<file path="src/hdl/mwpb_pkg.sv">
// ----------------------------------------------------------------------------
// mwpb_pkg
// Shared types and constants of the mask wipe pixel blend.
// ----------------------------------------------------------------------------
package mwpb_pkg;

  localparam int unsigned ChanW   = 8;
  localparam int unsigned NumChan = 4;
  localparam int unsigned PixW    = ChanW * NumChan;
  localparam int unsigned PctW    = 11;
  localparam int unsigned GainW   = 6;
  localparam int unsigned CfgIdxW = 1;
  localparam int unsigned CfgW    = PctW;

  // progress * (gain + 1) for progress 1..99
  localparam int unsigned ScaleW  = 13;
  // scaled progress, 0..256 * 64
  localparam int unsigned FullW   = GainW + 1 + ChanW;
  localparam int unsigned OffW    = FullW + 1;
  localparam int unsigned MgW     = ChanW + GainW;
  localparam int unsigned SumW    = MgW + 3;

  // floor(64 * x / 25) == (x * RecipMul) >> RecipShift for x below 2**13
  localparam int unsigned ProdW      = 33;
  localparam int unsigned RecipShift = 18;
  localparam logic [ProdW-1:0] RecipMul = 33'd671089;

  localparam logic [PctW-1:0] PctFull = 11'd100;
  localparam logic signed [OffW-1:0] OffsetRst = -16'sd256;

  typedef enum logic [CfgIdxW-1:0] {
    CfgProgress = 1'b0,
    CfgGain     = 1'b1
  } cfg_idx_e;

  typedef struct packed {
    logic [GainW-1:0]       gain;
    logic signed [OffW-1:0] offset;
  } frame_cfg_t;

endpackage

</file>
<file path="src/hdl/mask_wipe_pixel_blend.sv">
// ----------------------------------------------------------------------------
// mask_wipe_pixel_blend
// Rule mask transition blend of one packed four-channel pixel per clock.
// ----------------------------------------------------------------------------
// the result strobe follows the input, mask gain, weight, blend product and output registers
// throughput: one transaction per clock through the five register stages
// busy is held low: the pipeline never stalls and results are not held
// reset: progress 0, gain 1, offset preset to match, pipeline empty
// offset follows a config write through the pct, stage a and offset registers, before a next item needs it
module mask_wipe_pixel_blend (
  input  logic                          clk_i,
  input  logic                          rst_ni,
  input  logic                          start,
  output logic                          busy,
  input  logic [mwpb_pkg::PixW-1:0]     start_pixel_i,
  input  logic [mwpb_pkg::PixW-1:0]     end_pixel_i,
  input  logic [mwpb_pkg::PixW-1:0]     mask_pixel_i,
  output logic                          result_valid_o,
  output logic [mwpb_pkg::PixW-1:0]     blended_pixel_o,
  input  logic                          cfg_we_i,
  input  logic [mwpb_pkg::CfgIdxW-1:0]  cfg_idx_i,
  input  logic [mwpb_pkg::CfgW-1:0]     cfg_wdata_i
);
  import mwpb_pkg::*;

  frame_cfg_t       frame_cfg;
  logic             accept;
  logic [3:0]       vld_q, vld_d;
  logic             out_vld_q;
  logic [PixW-1:0]  sp_q, ep_q, mp_q;
  logic [PixW-1:0]  blend;
  logic [PixW-1:0]  out_q;

  assign busy   = 1'b0;
  assign accept = start && !busy;
  assign vld_d  = {vld_q[2:0], accept};

  mwpb_offset u_offset (
    .clk_i       (clk_i),
    .rst_ni      (rst_ni),
    .cfg_we_i    (cfg_we_i),
    .cfg_idx_i   (cfg_idx_i),
    .cfg_wdata_i (cfg_wdata_i),
    .frame_cfg_o (frame_cfg)
  );

  for (genvar c = 0; c < NumChan; c++) begin : g_lane
    mwpb_lane u_lane (
      .clk_i       (clk_i),
      .frame_cfg_i (frame_cfg),
      .start_ch_i  (sp_q[c*ChanW +: ChanW]),
      .end_ch_i    (ep_q[c*ChanW +: ChanW]),
      .mask_ch_i   (mp_q[c*ChanW +: ChanW]),
      .blend_ch_o  (blend[c*ChanW +: ChanW])
    );
  end

  always_ff @(posedge clk_i or negedge rst_ni) begin
    if (!rst_ni) begin
      vld_q     <= '0;
      out_vld_q <= 1'b0;
    end else begin
      vld_q     <= vld_d;
      out_vld_q <= vld_q[3];
    end
  end

  always_ff @(posedge clk_i) begin
    sp_q  <= start_pixel_i;
    ep_q  <= end_pixel_i;
    mp_q  <= mask_pixel_i;
    out_q <= blend;
  end

  assign result_valid_o  = out_vld_q;
  assign blended_pixel_o = out_q;

endmodule

</file>
<file path="src/hdl/mwpb_offset.sv">
// ----------------------------------------------------------------------------
// mwpb_offset
// Configuration registers and the two-stage per-frame offset pipeline.
// ----------------------------------------------------------------------------
module mwpb_offset (
  input  logic                             clk_i,
  input  logic                             rst_ni,
  input  logic                             cfg_we_i,
  input  logic [mwpb_pkg::CfgIdxW-1:0]     cfg_idx_i,
  input  logic [mwpb_pkg::CfgW-1:0]        cfg_wdata_i,
  output mwpb_pkg::frame_cfg_t             frame_cfg_o
);
  import mwpb_pkg::*;

  logic [PctW-1:0]        pct_q, pct_d;
  logic [GainW-1:0]       gain_q, gain_d;
  logic [ScaleW-1:0]      x_q, x_d;
  logic                   pos_q, pos_d;
  logic                   full_q, full_d;
  logic signed [OffW-1:0] offset_q, offset_d;
  logic [GainW:0]         gain_p1;
  logic [ProdW-1:0]       quot_prod;
  logic [FullW-1:0]       quot;
  logic [FullW-1:0]       full_span;
  logic [FullW-1:0]       scaled;

  always_comb begin
    pct_d  = pct_q;
    gain_d = gain_q;
    if (cfg_we_i) begin
      case (cfg_idx_e'(cfg_idx_i))
        CfgProgress: pct_d  = cfg_wdata_i;
        CfgGain:     gain_d = cfg_wdata_i[GainW-1:0];
        default: ;
      endcase
    end
  end

  // stage a: sign and range of progress, small product
  always_comb begin
    gain_p1 = {1'b0, gain_q} + (GainW+1)'(1);
    pos_d   = !pct_q[PctW-1] && (pct_q != '0);
    full_d  = !pct_q[PctW-1] && (pct_q >= PctFull);
    x_d     = ScaleW'(pct_q[6:0] * gain_p1);
  end

  // stage b: divide by 100 through reciprocal, clamp, remove gain span
  always_comb begin
    quot_prod = ProdW'(x_q) * RecipMul;
    quot      = quot_prod[RecipShift +: FullW];
    full_span = {gain_p1, {ChanW{1'b0}}};
    if (!pos_q) begin
      scaled = '0;
    end else if (full_q) begin
      scaled = full_span;
    end else begin
      scaled = quot;
    end
    offset_d = $signed({1'b0, scaled}) - $signed({2'b00, gain_q, {ChanW{1'b0}}});
  end

  always_ff @(posedge clk_i or negedge rst_ni) begin
    if (!rst_ni) begin
      pct_q    <= '0;
      gain_q   <= GainW'(1);
      x_q      <= '0;
      pos_q    <= 1'b0;
      full_q   <= 1'b0;
      offset_q <= OffsetRst;
    end else begin
      pct_q    <= pct_d;
      gain_q   <= gain_d;
      x_q      <= x_d;
      pos_q    <= pos_d;
      full_q   <= full_d;
      offset_q <= offset_d;
    end
  end

  assign frame_cfg_o.gain   = gain_q;
  assign frame_cfg_o.offset = offset_q;

endmodule

</file>
<file path="src/hdl/mwpb_lane.sv">
// ----------------------------------------------------------------------------
// mwpb_lane
// One channel: mask gain product, clamped weight, blend products, sum.
// ----------------------------------------------------------------------------
module mwpb_lane (
  input  logic                        clk_i,
  input  mwpb_pkg::frame_cfg_t        frame_cfg_i,
  input  logic [mwpb_pkg::ChanW-1:0]  start_ch_i,
  input  logic [mwpb_pkg::ChanW-1:0]  end_ch_i,
  input  logic [mwpb_pkg::ChanW-1:0]  mask_ch_i,
  output logic [mwpb_pkg::ChanW-1:0]  blend_ch_o
);
  import mwpb_pkg::*;

  logic [MgW-1:0]         mg_q, mg_d;
  logic [ChanW-1:0]       s2_q, e2_q;
  logic [ChanW-1:0]       w_q, w_d;
  logic [ChanW-1:0]       s3_q, e3_q;
  logic signed [SumW-1:0] w_sum;
  logic [ChanW:0]         inv_w;
  logic [2*ChanW-1:0]     ps_q, ps_d;
  logic [2*ChanW-1:0]     pe_q, pe_d;
  logic [2*ChanW-1:0]     total;

  assign mg_d = MgW'(mask_ch_i * frame_cfg_i.gain);

  always_comb begin
    w_sum = $signed({3'b000, mg_q}) + SumW'(frame_cfg_i.offset);
    if (w_sum < 0) begin
      w_d = '0;
    end else if (w_sum > $signed(SumW'(255))) begin
      w_d = '1;
    end else begin
      w_d = w_sum[ChanW-1:0];
    end
  end

  always_comb begin
    inv_w = (ChanW+1)'(256) - {1'b0, w_q};
    ps_d  = (2*ChanW)'(s3_q * inv_w);
    pe_d  = (2*ChanW)'(e3_q * w_q);
  end

  assign total      = ps_q + pe_q;
  assign blend_ch_o = total[2*ChanW-1:ChanW];

  always_ff @(posedge clk_i) begin
    mg_q <= mg_d;
    s2_q <= start_ch_i;
    e2_q <= end_ch_i;
    w_q  <= w_d;
    s3_q <= s2_q;
    e3_q <= e2_q;
    ps_q <= ps_d;
    pe_q <= pe_d;
  end

endmodule
</file>
<file path="config.mk">
export PLATFORM = sky130hd
export DESIGN_NAME = mask_wipe_pixel_blend
export DESIGN_NICKNAME = d
export VERILOG_FILES = /design/src/hdl/mwpb_pkg.sv /design/src/hdl/mask_wipe_pixel_blend.sv /design/src/hdl/mwpb_offset.sv /design/src/hdl/mwpb_lane.sv
export SDC_FILE = /design/constraint.sdc
export NUM_CORES = 2
export LEC_CHECK = 0
export BUFFER_PORTS_ARGS = -buffer_cell sky130_fd_sc_hd__buf_2
export CORE_UTILIZATION = 58
export CTS_CLUSTER_DIAMETER = 50
export CTS_CLUSTER_SIZE = 24
export DETAILED_ROUTE_END_ITERATION = 16
export GPL_ROUTABILITY_DRIVEN = 0
export PLACE_DENSITY_LB_ADDON = 0.2
export SYNTH_ARGS = -nofsm -noshare
export SYNTH_HDL_FRONTEND = slang
export SYNTH_HIERARCHICAL = 1
export SYNTH_SLANG_ARGS = --single-unit
</file>
<file path="constraint.sdc">
create_clock -name clk_i -period 5.6 [get_ports clk_i]
set_input_delay 0.84 -clock clk_i [delete_from_list [all_inputs] [get_ports clk_i]]
set_output_delay 0.84 -clock clk_i [all_outputs]
set_load 0.01 [all_outputs]
</file>
Word level (Yosys, flattened, before mapping)
Index checks and enable logic that the tools add are counted.
{"block": "totals", "reg_bits": 525, "inputBits": 112}
{"block": "classes", "add_sub_neg": 14, "n_mul": 14, "n_lt_le_gt_ge": 9, "n_mux": 6, "bitwise_logic": 1, "n_reduce_logical": 6}
{"cell": "$add 15x16->17", "count": 4}
{"cell": "$gt 17x9->1 const B", "count": 4}
{"cell": "$lt 17x1->1 const B", "count": 4}
{"cell": "$add 16x16->16", "count": 4}
{"cell": "$mul 8x8->16", "count": 4}
{"cell": "$mul 8x9->16", "count": 4}
{"cell": "$mul 8x6->14", "count": 4}
{"cell": "$sub 9x8->9 const A", "count": 4}
{"cell": "$mul 13x20->33 const B", "count": 1}
{"cell": "$mux 8", "count": 4}
{"cell": "$mux 15", "count": 2}
{"cell": "$sub 15x14->16", "count": 1}
{"cell": "$mul 7x7->13", "count": 1}
{"cell": "$ge 11x7->1 const B", "count": 1}
{"cell": "$reduce_bool 11->1", "count": 1}
{"cell": "$add 6x1->7 const B", "count": 1}
{"cell": "$reduce_and 2->1", "count": 2}
{"cell": "$logic_and 1x1->1", "count": 2}
{"cell": "$logic_not 1->1", "count": 1}
{"cell": "$not 1->1", "count": 1}

Depth between registers and ports, before layout
{"block": "logic_depth", "depth_word": 4, "mapped_depth": 28}

By module
Netlist, hierarchy kept.
{"mod": "mwpb_lane (g_lane[0].u_lane ...)", "n_inst": 2, "cells_each": 930, "area_per_inst_um2": 8733.4, "seq_area_each_um2": 1721.7}
{"mod": "mwpb_lane (g_lane[3].u_lane)", "n_inst": 1, "cells_each": 942, "area_per_inst_um2": 8805.9, "seq_area_each_um2": 1721.7}
{"mod": "mwpb_lane (g_lane[2].u_lane)", "n_inst": 1, "cells_each": 900, "area_per_inst_um2": 8521.9, "seq_area_each_um2": 1721.7}
{"mod": "mwpb_offset", "n_inst": 1, "cells_each": 797, "area_per_inst_um2": 7768.7, "seq_area_each_um2": 1212.4}
{"mod": "mask_wipe_pixel_blend", "n_inst": 1, "cells_each": 135, "area_per_inst_um2": 2698.8, "seq_area_each_um2": 2687.6}

Least setup slack after synthesis
OpenSTA, ideal clock, no wires.
{"block": "synth_timing", "path_type": "register -> register", "startpoint": "register u_offset.x_q[2]", "endpoint": "register u_offset.offset_q[14]", "setup_time_ns": 0.064, "arrival_ns": 6.048, "setup_slack_ns": -0.512, "stages_incl_launch_ff": 24, "n_path_buf": 0, "synth_period_minus_slack_ns": 6.112, "cell_sequence": "dfrtp_1 -> fa_1 -> inv_1 -> fa_1 -> inv_1 -> fa_1 -> inv_1 -> fa_1 -> fa_1 -> inv_1 -> ha_1 -> and3_1 -> nand4_2 -> a2111oi_4 -> o21bai_1 -> nor3b_2 -> o31ai_2 -> ha_1 -> a211oi_1 -> o21bai_1 -> a21oi_1 -> nand3_1 -> o221a_2 -> nand3_1"}
{"block": "synth_between", "elab_chain_len": 4}
{"item": "start: declaration", "line_no": "mwpb_offset.sv:17", "rtl": "logic [ScaleW-1:0] x_q, x_d;"}
{"item": "start signal: assignment", "line_no": "mwpb_offset.sv:66", "rtl": "x_q <= '0;"}
{"item": "start signal: assignment", "line_no": "mwpb_offset.sv:73", "rtl": "x_q <= x_d;"}
{"item": "$mul 13x20->33", "line_no": "mwpb_offset.sv:49", "rtl": "quot_prod = ProdW'(x_q) * RecipMul;"}
{"item": "$mux 15", "line_no": "mwpb_offset.sv:54", "rtl": "end else if (full_q) begin"}
{"item": "$mux 15", "line_no": "mwpb_offset.sv:52", "rtl": "if (!pos_q) begin"}
{"item": "$sub 15x14->16", "line_no": "mwpb_offset.sv:59", "rtl": "offset_d = $signed({1'b0, scaled}) - $signed({2'b00, gain_q, {ChanW{1'b0}}});"}
{"item": "named net u_offset.offset_d[14]", "line_no": "mwpb_offset.sv:20", "rtl": "logic signed [OffW-1:0] offset_q, offset_d;"}
{"item": "end signal: assignment", "line_no": "mwpb_offset.sv:69", "rtl": "offset_q <= OffsetRst;"}
{"item": "end signal: assignment", "line_no": "mwpb_offset.sv:76", "rtl": "offset_q <= offset_d;"}
{"item": "end: declaration", "line_no": "mwpb_offset.sv:20"}
The timed path passes the listed nets, and every way through them passes these cells.
A chain may end at the register's enable or synchronous reset.

Final worst setup path
{"block": "layout_timing", "startpoint": "register u_offset.x_q[6]", "endpoint": "register u_offset.offset_q[14]"}
The elaborated chain is that of the path after synthesis.

==> reports/qor.yml <==
grt_overflow: 0
end_kind: "register"
final_core_util_pct: 66.0
grt_first_pass_wirelength_um: 159000
ys.flop_type: "dfxtp_1"
critPathArrivalTime_ns: 6.73
start_kind: "register"
cp_slowest_cell: "fa_1"
timing.fmax_mhz: 162
drtAntennaViolNets: 0
fp.dieW_um: 281
synth.cell_area_um2: 45300
grt_max_degree: 54
synth_edf_count: 0
worstMarginPinSlew_ns: 0.923
ys_types: 99
status: "complete, but fails checks"
grt_util_all_layers_pct: 24.6
totalWireLength_um: 94400
portBuffers: 144
syn_nets: 5886
fin_skew_ns: 0.0217
root_buffer: "clkbuf_16"
synth_most_common_cell: "inv_1"
synth_area_leaders: "fa_1 (23%), dfxtp_1 (21%), ha_1 (17%)"
crit_family: "adder cells"
slew_headroom_pct: 38.4
viasPerCell: 5.27
clock_latency_ns: 0.63
worst_hold_path_type: "in -> reg"
cp_slowest_stage_delay_ns: 0.54
coreArea_um2: 77300
io_pins: 146
yosys.area.top_type_share_pct: 22.7
cts_hold_buf: 0
clk_path_buf_depth: 3
path_clk_slew_ns: 0.08
num-fill-cells: 6263
finalMaxSlewViolations: 0
dr.pass1.iters: 6
cap_viol_max_count: 0
drt-wirelength-per-cell_um: 15.6
ys_warn_count: 6
critical_path_class: "reg -> reg"
die-area_um2: 79200
start_util_pct: 58.5
h-tree-depth: 3
die_h_um: 281
dp_hpwl_um: 75700
crit_buf_inv: 4
area_growth_pct: 12.7
nNetsFinal: 6205
row_count: 102
fin_crit_sh_pct: 110
rsz0062_at_grt: "true"
crit_chain: "fa_2 > buf_4 > buf_4 > ha_1 > fa_1 > fa_1 > inv_1 > fa_1 > inv_1 > ha_1 > a21oi_1 > o21ai_4 > a2111oi_4 > a2111oi_4 > o21bai_1 > nor3b_2 > o31ai_2 > ha_2 > a211oi_2 > o21bai_1 > a21oi_2 > or3_1 > mux2_4 > nand3_1"
synthTopCellsByCount: "inv_1 (756), ha_1 (627), fa_1 (513)"
synthCells: 4634
async_reset_ff_share_pct: 10.1
violations: "negative setup slack"
setup_viol: 5
antenna_found_initial: 2
setup_ws_ns: -0.576
drc: 0
vias: 31900
min_period_ns: 6.18
cts_sinks: 525
grt_pass1_vias: 32500
yosys.area.top_type: "fa_1"
cts_tree: "built"
dr.first_iter.drc_count: 1538
avgSynthCellArea_um2: 9.77
ys_seq_area_share_pct: 23.8
crit_top_cell: "fa_1"
crit_path_max_fanout: 5
cts_buffers: 67
hold_violations: 0
required_ns: 6.15
final_layout_size_suffix_gt1_share_pct: 11.4
synth_seq_cells: 525
layout make-up:
type	instances	area, um^2	share of cell area (%)
multi-input cells	3291	31600	61.9
repair buffers	312	1990	3.89
well taps	1040	1300	2.55
inverters	756	2840	5.56
flip-flops and latches	525	10800	21.2
diodes	1	2.50	0.00491
clock inverters	52	783	1.54
clock buffers	72	1740	3.40
cells by family (layout without fill, tap and decap cells):
logic type,Yosys count,after routing,share of synthesized area (%)
compound gates,543,543,8.68
fa+ha+maj,1140,1140,40.0
simple gates,1331,1331,15.1
flops,525,525,23.8
other cells,1,2,0.00829
xor+xnor,248,248,4.80
mux,28,28,0.680
buf+inv,818,1192,6.92
repair_timing:
action,CTS,global route
buffers inserted,7,0
gates resized for setup,26,9
pin swaps,24,10
cloned,0,0
setup endpoints to repair,6,7
path summary, 6_finish.rpt:
path / startpoint / end / slack [ns] / depth (start not counted)
max in group asynchronous: rst_ni / u_offset/x_q[8]$_DFF_PN0_ / 4.73 / 2
max reg2reg: u_offset/x_q[6]$_DFF_PN0_ / u_offset/offset_q[14]$_DFF_PN1_ / -0.58 / 24
max: u_offset/x_q[6]$_DFF_PN0_ / u_offset/offset_q[14]$_DFF_PN1_ / -0.58 / 24
min: start_pixel_i[7] / sp_q[7]$_DFF_P_ / 0.30 / 1
min in group asynchronous: rst_ni / u_offset/pct_q[8]$_DFFE_PN0P_ / 0.35 / 2
min reg2reg: sp_q[5]$_DFF_P_ / g_lane[0].u_lane/s2_q[5]$_DFF_P_ / 0.32 / 0
stage by stage:
step | instances | hold WS [ns] | setup WS (ns) | instance area, um^2 | TNS (ns)
2_1_floorplan | 4634 | 0.310 | -0.325 | 45300 | -0.530
3_3_place_gp | 5917 | 0.310 | -0.506 | 48200 | -1.31
3_5_place_dp | 5917 | 0.312 | -0.722 | 48200 | -1.98
4_1_cts | 6048 | 0.267 | -0.523 | 51000 | -1.71
5_1_grt | 6049 | 0.269 | -0.806 | 51000 | -2.92
6_report | 6049 | 0.303 | -0.576 | 51000 | -1.80
placed cells by master, fill, tap and decap left out, types with 18 or more instances in the layout:
| cell type | n |
|---|---|
| a21o_1 | 44 |
| a21oi_1 | 142 |
| and2_1 | 467 |
| buf_2 | 144 |
| buf_4 | 167 |
| clkbuf_16 | 68 |
| clkinv_8 | 18 |
| dfrtp_1 | 42 |
| dfxtp_1 | 472 |
| fa_1 | 509 |
| ha_1 | 617 |
| inv_1 | 754 |
| mux2_2 | 18 |
| nand2_1 | 426 |
| nand3_1 | 49 |
| nor2_1 | 169 |
| nor2b_1 | 37 |
| nor3_1 | 59 |
| o21a_1 | 50 |
| o21ai_0 | 61 |
| o41a_1 | 28 |
| or3_1 | 19 |
| xnor2_1 | 180 |
| xor2_1 | 67 |
routing by layer:
metal | global-route usage [%] | routed length (um)
met4 | 6.68 | 2110
met5 | 0 | 0
met3 | 3.08 | 4140
met2 | 42.7 | 45700
met1 | 32.4 | 42400
worst register-to-register path, cell delays in order, from the launching register on:
cell	delay [ns]
dfrtp_1	0.42
fa_2	0.52
buf_4	0.17
buf_4	0.13
ha_1	0.20
fa_1	0.48
fa_1	0.54
inv_1	0.05
fa_1	0.47
inv_1	0.04
ha_1	0.29
a21oi_1	0.27
o21ai_4	0.10
a2111oi_4	0.37
a2111oi_4	0.15
o21bai_1	0.18
nor3b_2	0.22
o31ai_2	0.08
ha_2	0.34
a211oi_2	0.06
o21bai_1	0.17
a21oi_2	0.11
or3_1	0.40
mux2_4	0.28
nand3_1	0.07
registers in the layout, summed over array words and instances, names as in the netlist:
signal	flops
g_lane.u_lane/s3_q	32
u_offset/full_q	1
g_lane.u_lane/pe_q	64
g_lane.u_lane/ps_q	64
g_lane.u_lane/s2_q	32
u_offset/pct_q	11
g_lane.u_lane/w_q	32
blended_pixel_o	32
g_lane.u_lane/e3_q	32
result_valid_o	1
u_offset/x_q	13
sp_q	32
vld_q	4
mp_q	32
u_offset/pos_q	1
u_offset/gain_q	6
u_offset/offset_q	16
ep_q	32
g_lane.u_lane/e2_q	32
g_lane.u_lane/mg_q	56
Power is not shown: default switching activity piles up to over one toggle a cycle in this logic, so the estimate is an artifact.
